<file path="config.mk">
export PLATFORM = sky130hd
export DESIGN_NAME = bounded_lifo_stack
export DESIGN_NICKNAME = d
export VERILOG_FILES = /design/src/hw/rtl/bls_pkg.sv /design/src/hw/rtl/bls_ram.sv /design/src/hw/rtl/bls_ctrl.sv /design/src/hw/rtl/bls_out.sv /design/src/hw/rtl/bounded_lifo_stack.sv
export VERILOG_INCLUDE_DIRS = /design/src /design/src/hw/rtl
export SDC_FILE = /design/constraint.sdc
export NUM_CORES = 1
export LEC_CHECK = 0
export ABC_AREA = 1
export BUFFER_PORTS_ARGS = -buffer_cell sky130_fd_sc_hd__buf_4
export CAP_MARGIN = 10
export CORE_MARGIN = 2
export CORE_UTILIZATION = 45
export DETAILED_ROUTE_END_ITERATION = 16
export PLACE_DENSITY = 0.68
export RECOVER_POWER = 25
export SLEW_MARGIN = 20
export SYNTH_ARGS = -nofsm -noshare
export SYNTH_HDL_FRONTEND = slang
export SYNTH_SLANG_ARGS = --single-unit
</file>
<file path="constraint.sdc">
create_clock -name clk -period 9.6 [get_ports clk]
set_clock_uncertainty 0.05 [all_clocks]
set_input_delay 2.4 -clock clk [delete_from_list [all_inputs] [get_ports clk]]
set_output_delay 2.4 -clock clk [all_outputs]
set_load 0.05 [all_outputs]
</file>
<file path="src/hw/rtl/assert_macros.svh">
// ----------------------------------------------------------------------------
// assert_macros
// Assertion macros shared by the RTL.
// ----------------------------------------------------------------------------
`ifndef ASSERT_MACROS_SVH
`define ASSERT_MACROS_SVH

// Clocked check, disabled while reset is asserted
`define ASSERT_CLK(label, prop, msg) \
  label: assert property (@(posedge clk) disable iff (rst) (prop)) else $error(msg);

// Clocked check that also holds during reset
`define ASSERT_ALWAYS(label, prop, msg) \
  label: assert property (@(posedge clk) (prop)) else $error(msg);

`endif

</file>
<file path="src/hw/rtl/bls_pkg.sv">
// ----------------------------------------------------------------------------
// bls_pkg
// Types and constants shared by the bounded LIFO stack.
// ----------------------------------------------------------------------------
package bls_pkg;

  localparam int DEPTH  = 16;
  localparam int PTR_W  = (DEPTH > 1) ? $clog2(DEPTH) : 1;
  localparam int CNT_W  = $clog2(DEPTH + 1);
  localparam int WORD_W = 32;
  localparam int OCC_W  = 5;

  typedef enum logic [1:0] {
    CMD_PUSH    = 2'd0,
    CMD_POP     = 2'd1,
    CMD_PEEK    = 2'd2,
    CMD_REPLACE = 2'd3
  } cmd_e_t;

  typedef enum logic [1:0] {
    ST_OK        = 2'd0,
    ST_OVERFLOW  = 2'd1,
    ST_UNDERFLOW = 2'd2
  } status_t;

  // Memory access issued in the cycle of a command transfer
  typedef struct packed {
    logic              wr_en;
    logic              rd_en;
    logic [PTR_W-1:0]  addr;
    logic [WORD_W-1:0] wr_data;
  } mem_req_t;

  // Command waiting on the memory read before its result is formed
  typedef struct packed {
    logic             busy;
    logic             rd;
    status_t          status;
    logic [OCC_W-1:0] occupancy;
  } pend_t;

endpackage

</file>
<file path="src/hw/rtl/bls_ram.sv">
// ----------------------------------------------------------------------------
// bls_ram
// Generic single-write, single-read RAM with registered read data.
// ----------------------------------------------------------------------------
module bls_ram #(
  parameter int WIDTH = 32,
  parameter int DEPTH = 16
) (
  input  logic                                     clk,
  input  logic                                     wr_en,
  input  logic [((DEPTH > 1) ? $clog2(DEPTH) : 1)-1:0] wr_addr,
  input  logic [WIDTH-1:0]                         wr_data,
  input  logic                                     rd_en,
  input  logic [((DEPTH > 1) ? $clog2(DEPTH) : 1)-1:0] rd_addr,
  output logic [WIDTH-1:0]                         rd_data
);

  logic [WIDTH-1:0] mem [DEPTH];

  // Write port
  always_ff @(posedge clk) begin
    if (wr_en) begin
      mem[wr_addr] <= wr_data;
    end
  end

  // Registered read port, holds between reads
  always_ff @(posedge clk) begin
    if (rd_en) begin
      rd_data <= mem[rd_addr];
    end
  end

endmodule

</file>
<file path="src/hw/rtl/bls_ctrl.sv">
// ----------------------------------------------------------------------------
// bls_ctrl
// Command decode, fill count and memory access for the LIFO stack.
// ----------------------------------------------------------------------------
module bls_ctrl (
  input  logic                       clk,
  input  logic                       rst,
  input  logic                       cmd_valid,
  output logic                       cmd_stall,
  input  logic [1:0]                 command,
  input  logic signed [31:0]         value,
  input  logic                       take,
  output bls_pkg::mem_req_t          mem_req,
  output bls_pkg::pend_t             pend,
  output logic [bls_pkg::CNT_W-1:0]  fill
);
  import bls_pkg::*;

  logic             xfer;
  logic [CNT_W-1:0] count;
  logic [CNT_W-1:0] count_next;
  logic [PTR_W-1:0] top;
  status_t          st;
  logic             do_wr;
  logic             do_rd;
  logic [PTR_W-1:0] addr;

  // Accept when the pending slot is free or drains this cycle
  assign cmd_stall = rst | (pend.busy & ~take);
  assign xfer      = cmd_valid & ~cmd_stall;
  assign top       = PTR_W'(count - CNT_W'(1));
  assign fill      = count;

  // Decode the command against the current fill count
  always_comb begin
    st         = ST_OK;
    count_next = count;
    do_wr      = 1'b0;
    do_rd      = 1'b0;
    addr       = top;
    if (cmd_e_t'(command) == CMD_PUSH) begin
      if (count == CNT_W'(DEPTH)) begin
        st = ST_OVERFLOW;
      end else begin
        do_wr      = 1'b1;
        addr       = PTR_W'(count);
        count_next = count + CNT_W'(1);
      end
    end else if (count == '0) begin
      st = ST_UNDERFLOW;
    end else begin
      case (cmd_e_t'(command))
        CMD_POP: begin
          do_rd      = 1'b1;
          count_next = count - CNT_W'(1);
        end
        CMD_PEEK: begin
          do_rd = 1'b1;
        end
        default: begin
          do_wr = 1'b1;
        end
      endcase
    end
  end

  // Memory access only on a transfer
  always_comb begin
    mem_req.wr_en   = xfer & do_wr;
    mem_req.rd_en   = xfer & do_rd;
    mem_req.addr    = addr;
    mem_req.wr_data = value;
  end

  // Fill count and pending command
  always_ff @(posedge clk) begin
    if (rst) begin
      count     <= '0;
      pend.busy <= 1'b0;
    end else if (xfer) begin
      count     <= count_next;
      pend.busy <= 1'b1;
    end else if (take) begin
      pend.busy <= 1'b0;
    end
  end

  always_ff @(posedge clk) begin
    if (xfer) begin
      pend.rd        <= do_rd;
      pend.status    <= st;
      pend.occupancy <= OCC_W'(count_next);
    end
  end

endmodule

</file>
<file path="src/hw/rtl/bls_out.sv">
// ----------------------------------------------------------------------------
// bls_out
// Result register: joins read data with the pending command's status.
// ----------------------------------------------------------------------------
module bls_out (
  input  logic                        clk,
  input  logic                        rst,
  input  bls_pkg::pend_t              pend,
  input  logic [bls_pkg::WORD_W-1:0]  rd_data,
  output logic                        take,
  output logic                        rsp_valid,
  input  logic                        rsp_stall,
  output logic signed [31:0]          data,
  output logic [1:0]                  status,
  output logic [4:0]                  occupancy
);
  import bls_pkg::*;

  // Load when a result is pending and the register is free or draining
  assign take = pend.busy & (~rsp_valid | ~rsp_stall);

  always_ff @(posedge clk) begin
    if (rst) begin
      rsp_valid <= 1'b0;
    end else if (take) begin
      rsp_valid <= 1'b1;
    end else if (~rsp_stall) begin
      rsp_valid <= 1'b0;
    end
  end

  always_ff @(posedge clk) begin
    if (take) begin
      data      <= pend.rd ? signed'(rd_data) : '0;
      status    <= pend.status;
      occupancy <= pend.occupancy;
    end
  end

endmodule

</file>
<file path="src/hw/rtl/bounded_lifo_stack.sv">
// ----------------------------------------------------------------------------
// bounded_lifo_stack
// Bounded LIFO stack of signed 32-bit words with push, pop, peek and replace.
// ----------------------------------------------------------------------------
// The stack holds up to DEPTH words in a synchronous RAM and keeps the fill
// count in a register. Every command transfer produces one result: the popped
// or peeked word (zero otherwise), a status (ok, overflow on a full push,
// underflow on an empty pop, peek or replace) and the occupancy after the
// command. The RAM reads at the transfer edge and the result register loads
// from that read once it is free or draining. Commands are taken one per
// cycle as long as results are taken; a stall on the result side holds off
// the next command once one result waits in the output register and another
// in the read stage. Stored words are undefined after reset, but only
// written entries are ever read.
// ----------------------------------------------------------------------------
`include "assert_macros.svh"

module bounded_lifo_stack (
  input  logic               clk,
  input  logic               rst,
  input  logic               cmd_valid,
  output logic               cmd_stall,
  input  logic [1:0]         command,
  input  logic signed [31:0] value,
  output logic               rsp_valid,
  input  logic               rsp_stall,
  output logic signed [31:0] data,
  output logic [1:0]         status,
  output logic [4:0]         occupancy
);
  import bls_pkg::*;

  mem_req_t          mem_req;
  pend_t             pend;
  logic              take;
  logic [WORD_W-1:0] rd_data;
  logic [CNT_W-1:0]  fill;
  logic              rsp_ovf;
  logic              rsp_unf;

  // Command decode and fill count
  bls_ctrl u_ctrl (
    .clk       (clk),
    .rst       (rst),
    .cmd_valid (cmd_valid),
    .cmd_stall (cmd_stall),
    .command   (command),
    .value     (value),
    .take      (take),
    .mem_req   (mem_req),
    .pend      (pend),
    .fill      (fill)
  );

  // Word storage
  bls_ram #(
    .WIDTH (WORD_W),
    .DEPTH (DEPTH)
  ) u_ram (
    .clk     (clk),
    .wr_en   (mem_req.wr_en),
    .wr_addr (mem_req.addr),
    .wr_data (mem_req.wr_data),
    .rd_en   (mem_req.rd_en),
    .rd_addr (mem_req.addr),
    .rd_data (rd_data)
  );

  // Result register
  bls_out u_out (
    .clk       (clk),
    .rst       (rst),
    .pend      (pend),
    .rd_data   (rd_data),
    .take      (take),
    .rsp_valid (rsp_valid),
    .rsp_stall (rsp_stall),
    .data      (data),
    .status    (status),
    .occupancy (occupancy)
  );

  // Error results on the output
  assign rsp_ovf = rsp_valid && (status == ST_OVERFLOW);
  assign rsp_unf = rsp_valid && (status == ST_UNDERFLOW);

  // Checks
  `ASSERT_ALWAYS(a_rst_stall, rst |-> cmd_stall, "command taken during reset")
  `ASSERT_CLK(a_fill_bound, fill <= CNT_W'(DEPTH), "fill count exceeds depth")
  `ASSERT_CLK(a_ovf_full, rsp_ovf |-> occupancy == OCC_W'(DEPTH), "overflow below full")
  `ASSERT_CLK(a_unf_empty, rsp_unf |-> (occupancy == '0 && data == '0), "underflow not empty")

endmodule

</file>
==> qor.csv, run 1 <==
metric,value,unit
antenna_cells,0,
routedLengthMet1,26.5,mm
cts_max_level,2,
track_usage,21.5,%
syn_area,0.0251,sq mm
syn2layout_area_growth,11.8,%
p_per_area,207,mW/mm^2
synth_area_per_cell,10.7,sq um
dieHeight,240,microns
utilization,51.0,%
antenna_found_initial,1,
rsz0062_at_grt,false,
ctsRootBufferMaster,clkbuf_16,
grt.overflow.total,0,
start_util,45.6,%
drc,0,
ios,79,
finalSetupViolCount,0,
end_kind,register,
fmax,174,MHz
arrival,6.17,ns
hold_path.class,register to register,
die-area,0.0577,sq mm
met2WireLength,28.0,mm
async_flop_share,0,%
yosysWarnings,0,
finalMaxSlewViolations,0,
ys_seq_area_share,71.2,%
max_slew_margin,24.5,%
postCtsSetupBuffers,0,
finalHoldViolations,0,
ys_ff_latch,598,
synthesis.instances,2343,
nets,2416,
drtPass1Iterations,5,
clock_sinks,598,
status,completed,
slowest_delay,0.85,ns
syn_nets,2385,
synth_top_area_share,70.7,%
core,0.0551,sq mm
grt_pass1_vias,15815,
final_cells,3164,
max_cap_viol_count,0,
layout-drive-gt1-share,7.74,%
pre_cts_slack,3.19,ns
startpoint_type,input port,
cts_resized,0,
dp_cells,3056,
wl_met3,5.91,mm
routed.top_layer,met5,
rows,86,
yosys.area.top_type,edfxtp_1,
insertion_delay,0.62,ns
fin_crit_sh,59.8,%
ant_nets,0,
vdd_ir_drop_max,0.143,mV
die_w,240,microns
finalWirelength,61.7,mm
fin_crit,5.74,ns
grt_pass1_wl,93.8,mm
critical_path_class,input port to register,
slowest_stage,buf_4,
gp_congestion,0.821,
post_drt_wl_per_cell,19.5,microns
drt_iter0_markers,1748,
cts_made_buffers,57,
synth_top_flop_cell,edfxtp_1,
cts.clk_slew.worst_paths,0.06,ns
setup_tns,0,ns
fin_ws,3.86,ns
dp_hpwl,34.9,mm
cpMostUsedCell,nand2_1,
path_max_fanout,89,
grt_start_max_net_pins,194,
synth_area_leaders,"edfxtp_1 (71%), nand2_1 (18%), nand3_1 (5.3%), buf_2 (1.9%), inv_1 (1.6%)",
vias,16581,
port_buffers,78,
synth-edff-count,591,
tightest_slew,1.13,ns
power.leakage,11.4,nW
tritoncts,done,
cts_hold_buf,0,
worstPathRequired,10.03,ns
clockBufferDepth,3,
synth_cell_type_count,28,
cp_cell_sequence,buf_4 > inv_1 > ha_1 > nand3_4 > nand2_8 > buf_4 > nand2_1 > nand2_1 > nand2_1 > nand2_1 > nand2_1 > nand2_1 > inv_1 > nand2_1,
via_per_inst,5.24,
==> layer usage <==
metal / global-route usage (%) / vias up
li1: - / 7811
met3: 5.42 / 95
met5: 0 / -
met4: 5.74 / 2
met2: 33.2 / 680
met1: 30.6 / 7993
==> layout make-up <==
cell class	instances	area, sq um
Fill cell	4799	27000
Sequential cell	598	17900
Multi-Input combinational cell	1500	6310
Clock buffer	70	1520
Tap cell	748	936
Timing Repair Buffer	102	823
Inverter	115	434
Clock inverter	31	173
==> cell usage after synthesis, drive strengths merged (2+ instances only) <==
cell type,n
nand2,1178
edfxtp,591
nand3,266
inv,115
buf,113
nor2,25
clkbuf,17
o21ai,9
dfxtp,7
a21oi,5
o31ai,5
ha,4
nor3,2
xnor2,2
xor2,2
==> final timing paths <==
check | from | to | slack, ns | depth (start not counted)
worst min register to register | u_ctrl.pend[4] | u_out.occupancy[4] | 0.37 | 0
worst min-delay path | u_ctrl.pend[4] | u_out.occupancy[4] | 0.37 | 0
worst max-delay path | command[1] | u_ram.rd_data[14] | 3.86 | 14
worst max register to register | u_ctrl.fill[0] | u_ram.rd_data[14] | 5.15 | 14
==> cell families after synthesis <==
logic type	after synthesis	synth area share, %
AND/OR/NAND/NOR	1472	23.5
flip-flops	598	71.2
AO/OA/AOI/OAI	20	0.503
adder cells (fa/ha/maj)	4	0.199
XOR/XNOR	4	0.140
buffers and inverters	245	4.41
==> critical path, delay by kind of cell <==
family | cells | cell delay (ns)
fa+ha+maj | 1 | 0.36
simple gates | 9 | 2.17
buf+inv | 4 | 1.08
==> metrics by stage <==
| step | hold slack [ns] | area [sq um] | total power [mW] |
|---|---|---|---|
| 4_1_cts | 0.369 | 28000 | 5.83 |
| 6_report | 0.369 | 28100 | 5.80 |
| 5_1_grt | 0.376 | 28100 | 6.02 |
| 2_1_floorplan | 0.350 | 25100 | 3.51 |
| 3_3_place_gp | 0.354 | 26300 | 3.77 |
| 3_5_place_dp | 0.355 | 26300 | 3.77 |
==> power breakdown <==
group | switching, mW | internal [mW]
Combinational | 0.602 | 0.192
Sequential | 0.00999 | 2.92
Clock | 0.941 | 1.14
==> placed cells by master, fill, tap and decap left out, types with 2 or more instances in the layout <==
cell type   count
o21ai_0         6
inv_1         107
xor2_1          2
nor2_1          3
nand3_1       264
edfxtp_1      591
xnor2_1         2
nand2_8         2
clkbuf_16      59
dfxtp_1         7
buf_4          61
clkbuf_1       40
nand2_1      1175
clkinv_2       11
inv_2           7
buf_12          5
a21oi_1         4
clkinvlp_4      3
clkinv_1       15
o31ai_1         5
nor2_4         22
ha_1            4
buf_16          5
==> registers in the layout, indices dropped and copies added (netlist names) <==
name / count
u_ctrl.fill: 5
u_ctrl.pend: 9
u_out.data: 32
u_out.occupancy: 5
u_out.rsp_valid: 1
u_out.status: 2
u_ram.mem: 512
u_ram.rd_data: 32
(Power assumes the default switching activity.)
==> run 2: changes to the inputs <==
==> constraint.sdc (replaced) <==
create_clock -name clk -period 5.5 [get_ports clk]
set_clock_uncertainty 0.05 [all_clocks]
set_input_delay 1.375 -clock clk [delete_from_list [all_inputs] [get_ports clk]]
set_output_delay 1.375 -clock clk [all_outputs]
set_load 0.05 [all_outputs]
==> run 2 against run 1 <==
Net effect: the flow now finishes with violations (capacitance limit, slew limit); critical path type unchanged; final cell count grew 0.85%; utilization increased by 0.52 points; global-route usage fell by 0.34 points; combinational power up 66%; hold slack about the same; total power grew 79%; sequential share of layout area fell by 0.64 points; worst setup slack lost 2.1 ns.
==> qor.csv, run 2 (synthesized netlist as in run 1, its figures left out) <==
metric,value,unit
clock_sinks,598,
finalWirelength,60.8,mm
ctsRootBufferMaster,clkbuf_16,
finalHoldViolations,0,
clockBufferDepth,3,
arrival,3.92,ns
layout-drive-gt1-share,8.88,%
tritoncts,done,
violations,"capacitance limit, slew limit",
max_cap_viol_count,1,
startpoint_type,input port,
gp_congestion,0.804,
status,"complete, but fails checks",
fmax,270,MHz
grt_pass1_vias,16203,
grt_start_max_net_pins,161,
slowest_delay,0.49,ns
grt.overflow.total,0,
syn2layout_area_growth,12.9,%
core,0.0551,sq mm
fin_crit,3.71,ns
via_per_inst,5.22,
die_w,240,microns
hold_path.class,register to register,
post_drt_wl_per_cell,19.1,microns
fin_crit_sh,67.4,%
cts_hold_buf,0,
start_util,45.6,%
ant_nets,0,
rsz0062_at_grt,false,
rows,86,
setup_tns,0,ns
die-area,0.0577,sq mm
final_cell_mix,"nand2_1 (1175), edfxtp_1 (591), nand3_1 (264)",
crit_family,simple AND/OR/NAND/NOR gates,
vias,16664,
cts_made_buffers,59,
critical_path_class,input port to register,
max_slew_margin,-43.4,%
vdd_ir_drop_max,0.297,mV
p_per_area,366,mW/mm^2
ios,79,
drtPass1Iterations,5,
crit_start,command[1],
regMostFlops,u_ram.mem,
cp_cell_sequence,buf_4 > inv_1 > ha_1 > inv_2 > nor2_1 > nor3_1 > nand2_1 > nor2_4 > buf_4,
drt_iter0_markers,1584,
dp_cells,3083,
r2r-start,u_ctrl.fill[0],
insertion_delay,0.62,ns
grt_pass1_wl,92.9,mm
cts_resized,0,
cts.clk_slew.worst_paths,0.06,ns
drc,0,
cts_max_level,2,
nets,2438,
layout_commonest_cell,nand2_1,
finalMaxSlewViolations,33,
postCtsSetupBuffers,0,
fin_ws,1.79,ns
track_usage,21.2,%
finalSetupViolCount,0,
port_buffers,78,
slowest_stage,nor3_1,
pre_cts_slack,1.18,ns
antenna_found_initial,1,
power.leakage,11.6,nW
tightest_slew,2.15,ns
dieHeight,240,microns
antenna_cells,0,
path_buf_inv,4,
worstHoldStart,u_ctrl.pend[6],
largest_reg_flops,512,
reg_top3,"u_ram.mem x512, u_out.data x32, u_ram.rd_data x32",
worstPathRequired,5.72,ns
cpMostUsedCell,buf_4,
final_cells,3191,
path_max_fanout,20,
dp_hpwl,32.1,mm
end_kind,register,
whs,0.369,ns
==> run 2: cell types whose count changed in the layout (fill, tap and decap cells not counted), moves of 2 or more <==
cell        change
bufinv_16       +5
clkbuf_1        -4
clkinvlp_4      -2
buf_16          -5
buf_4          +28
clkinv_4        +2
buf_12          +2
clkbuf_16       +2
==> run 2: final timing paths <==
check,slack [ns],endpoint,cells after the start
max reg2reg,2.10,u_ram.mem[3][24],8
max,1.79,u_ram.mem[3][24],9
min reg2reg,0.37,u_out.status[1],0
min,0.37,u_out.status[1],0
==> run 2: layout make-up <==
class / instances / area, sq um
Clock buffer: 72 / 1570
Clock inverter: 36 / 320
Fill cell: 4777 / 26700
Inverter: 115 / 434
Multi-Input combinational cell: 1500 / 6310
Sequential cell: 598 / 17900
Tap cell: 748 / 936
Timing Repair Buffer: 122 / 910
==> run 2: per-layer routing <==
metal,share of wire (%),global-route usage [%],vias to the layer above
met5,0.020,0,-
met2,49,36.2,614
li1,-,-,7865
met4,2.7,6.55,2
met1,41,27.7,8054
met3,7.2,3.69,129
==> run 2: where the power goes <==
part	internal [mW]	switching (mW)	total, mW
logic	0.342	0.982	1.32
clock network	2.29	1.66	3.95
registers	5.09	0.0163	5.11
==> run 2: metrics by stage <==
stage          total power, mW  util (%)  cell area (sq um)
2_1_floorplan             6.12         -              25100
3_3_place_gp              6.51      48.2              26600
3_5_place_dp              6.53      48.2              26600
4_1_cts                   10.5      51.7              28500
5_1_grt                   10.8      51.5              28400
6_report                  10.4      51.5              28400
==> run 3: changes to the inputs <==
--- a/config.mk
+++ b/config.mk
@@ -12,7 +12,7 @@
 export CORE_MARGIN = 2
 export CORE_UTILIZATION = 45
 export DETAILED_ROUTE_END_ITERATION = 16
-export PLACE_DENSITY = 0.68
+export PLACE_DENSITY = 0.7
 export RECOVER_POWER = 25
 export SLEW_MARGIN = 20
 export SYNTH_ARGS = -nofsm -noshare
==> constraint.sdc (replaced) <==
create_clock -name clk -period 3.4 [get_ports clk]
set_clock_uncertainty 0.05 [all_clocks]
set_input_delay 0.85 -clock clk [delete_from_list [all_inputs] [get_ports clk]]
set_output_delay 0.85 -clock clk [all_outputs]
set_load 0.05 [all_outputs]
==> run 3 against run 2 <==
Net effect: the run now ends clean; register-to-register slack got worse by 1.6 ns; utilization grew 0.97 points; combinational power up 67%; via count up 0.43%; critical path type is now register to register; largest cell class unchanged.
==> qor.csv, run 3 (synthesized netlist as in run 1, its figures left out) <==
metric,value,unit
dp_hpwl,32.2,mm
max_slew_margin,29.9,%
fmax,346,MHz
arrival,3.14,ns
hold_path.class,register to register,
worstPathRequired,3.66,ns
layout_commonest_cell,nand2_1,
grt.overflow.total,0,
power.leakage,11.8,nW
path_max_fanout,23,
dieHeight,240,microns
drt_iter0_markers,1775,
placed_cell_area,0.0271,sq mm
finalWirelength,61.4,mm
layout-drive-gt1-share,9.97,%
cts_hold_buf,0,
die_w,240,microns
core,0.0551,sq mm
port_buffers,78,
slowest_stage,dfxtp_1,
vias,16735,
ctsRootBufferMaster,clkbuf_16,
cp_cell_sequence,inv_2 > ha_1 > nand3_2 > nand2_4 > o21ai_2 > inv_2 > nor2_4 > nand2_1 > nor2_4 > buf_12,
multi_input_area,0.00632,sq mm
startpoint_type,register,
regMostFlops,u_ram.mem,
finalSetupViolCount,0,
rsz0062_at_grt,false,
nets,2454,
cts_made_buffers,58,
post-route-cell-area,0.0289,sq mm
dp_cells,3100,
start_util,45.6,%
clockBufferDepth,3,
grt_pass1_wl,94.1,mm
track_usage,21.5,%
fin_crit_sh,84.9,%
critical_path_class,register to register,
cts.clk_slew.worst_paths,0.07,ns
fin_crit,2.89,ns
die-area,0.0577,sq mm
max_cap_viol_count,0,
final_cells,3209,
gp_congestion,0.778,
postCtsSetupBuffers,0,
clock_sinks,598,
grt_pass1_vias,16163,
path_buf_inv,3,
tritoncts,done,
drtPass1Iterations,5,
grt_start_max_net_pins,131,
ant_nets,0,
final_cell_mix,"nand2_1 (1175), edfxtp_1 (591), nand3_1 (264)",
antenna_found_initial,4,
drc,0,
status,completed,
vdd_ir_drop_max,0.326,mV
setup_tns,0,ns
insertion_delay,0.64,ns
total_power,16.8,mW
finalHoldViolations,0,
rows,86,
cts_max_level,2,
regArea,0.0179,sq mm
via_per_inst,5.22,
end_kind,register,
fillers,4750,
ios,79,
p_per_area,580,mW/mm^2
reg_top3,"u_ram.mem x512, u_out.data x32, u_ram.rd_data x32",
slowest_delay,0.46,ns
largest_reg_flops,512,
tightest_slew,1.05,ns
crit_family,simple AND/OR/NAND/NOR gates,
post_drt_wl_per_cell,19.1,microns
finalMaxSlewViolations,0,
cts_resized,0,
syn2layout_area_growth,15.1,%
run 3: final timing paths:
check / slack, ns / from / endpoint / cells after the start
worst min-delay path: 0.37 / u_ctrl.pend[0] / u_out.occupancy[0] / 0
worst max register to register: 0.51 / u_ctrl.fill[0] / u_ram.mem[0][11] / 10
worst max-delay path: 0.51 / u_ctrl.fill[0] / u_ram.mem[0][11] / 10
worst min register to register: 0.37 / u_ctrl.pend[0] / u_out.occupancy[0] / 0
run 3: cell type report:
cell class	instances	share of cell area (%)
clock inverters	42	1.32
flip-flops and latches	598	61.9
repair buffers	139	5.07
well taps	748	3.24
inverters	115	1.50
clock buffers	63	5.09
multi-input cells	1500	21.9
diodes	4	0.0346
run 3: where the power goes:
group	total, mW	leakage (nW)	switching (mW)	internal [mW]
clock	6.31	0.917	2.79	3.52
sequential	8.27	5.39	0.0325	8.23
combinational	2.20	5.50	1.59	0.606
run 3: routing by layer:
| metal | track usage, % | routed length, microns | share of wire, % |
|---|---|---|---|
| met1 | 28.7 | 25500 | 42 |
| met2 | 36.1 | 29800 | 49 |
| met3 | 3.46 | 4290 | 7.0 |
| met4 | 7.02 | 1790 | 2.9 |
| met5 | 0 | 13 | 0.021 |
run 3: worst reg2reg max path, cell delays in order (launching register included):
cell and delay (ns):
dfxtp_1 0.46, inv_2 0.14, ha_1 0.29, nand3_2 0.16, nand2_4 0.12, o21ai_2 0.37
inv_2 0.12, nor2_4 0.16, nand2_1 0.25, nor2_4 0.20, buf_12 0.24
run 3: metrics by stage:
| step | util [%] | hold slack [ns] | setup WS (ns) |
|---|---|---|---|
| 6_report | 52.5 | 0.373 | 0.513 |
| 3_3_place_gp | 49.2 | 0.354 | 0.0956 |
| 3_5_place_dp | 49.2 | 0.358 | 0.0513 |
| 4_1_cts | 52.6 | 0.374 | 0.489 |
| 2_1_floorplan | - | 0.350 | -0.503 |
| 5_1_grt | 52.4 | 0.377 | 0.333 |
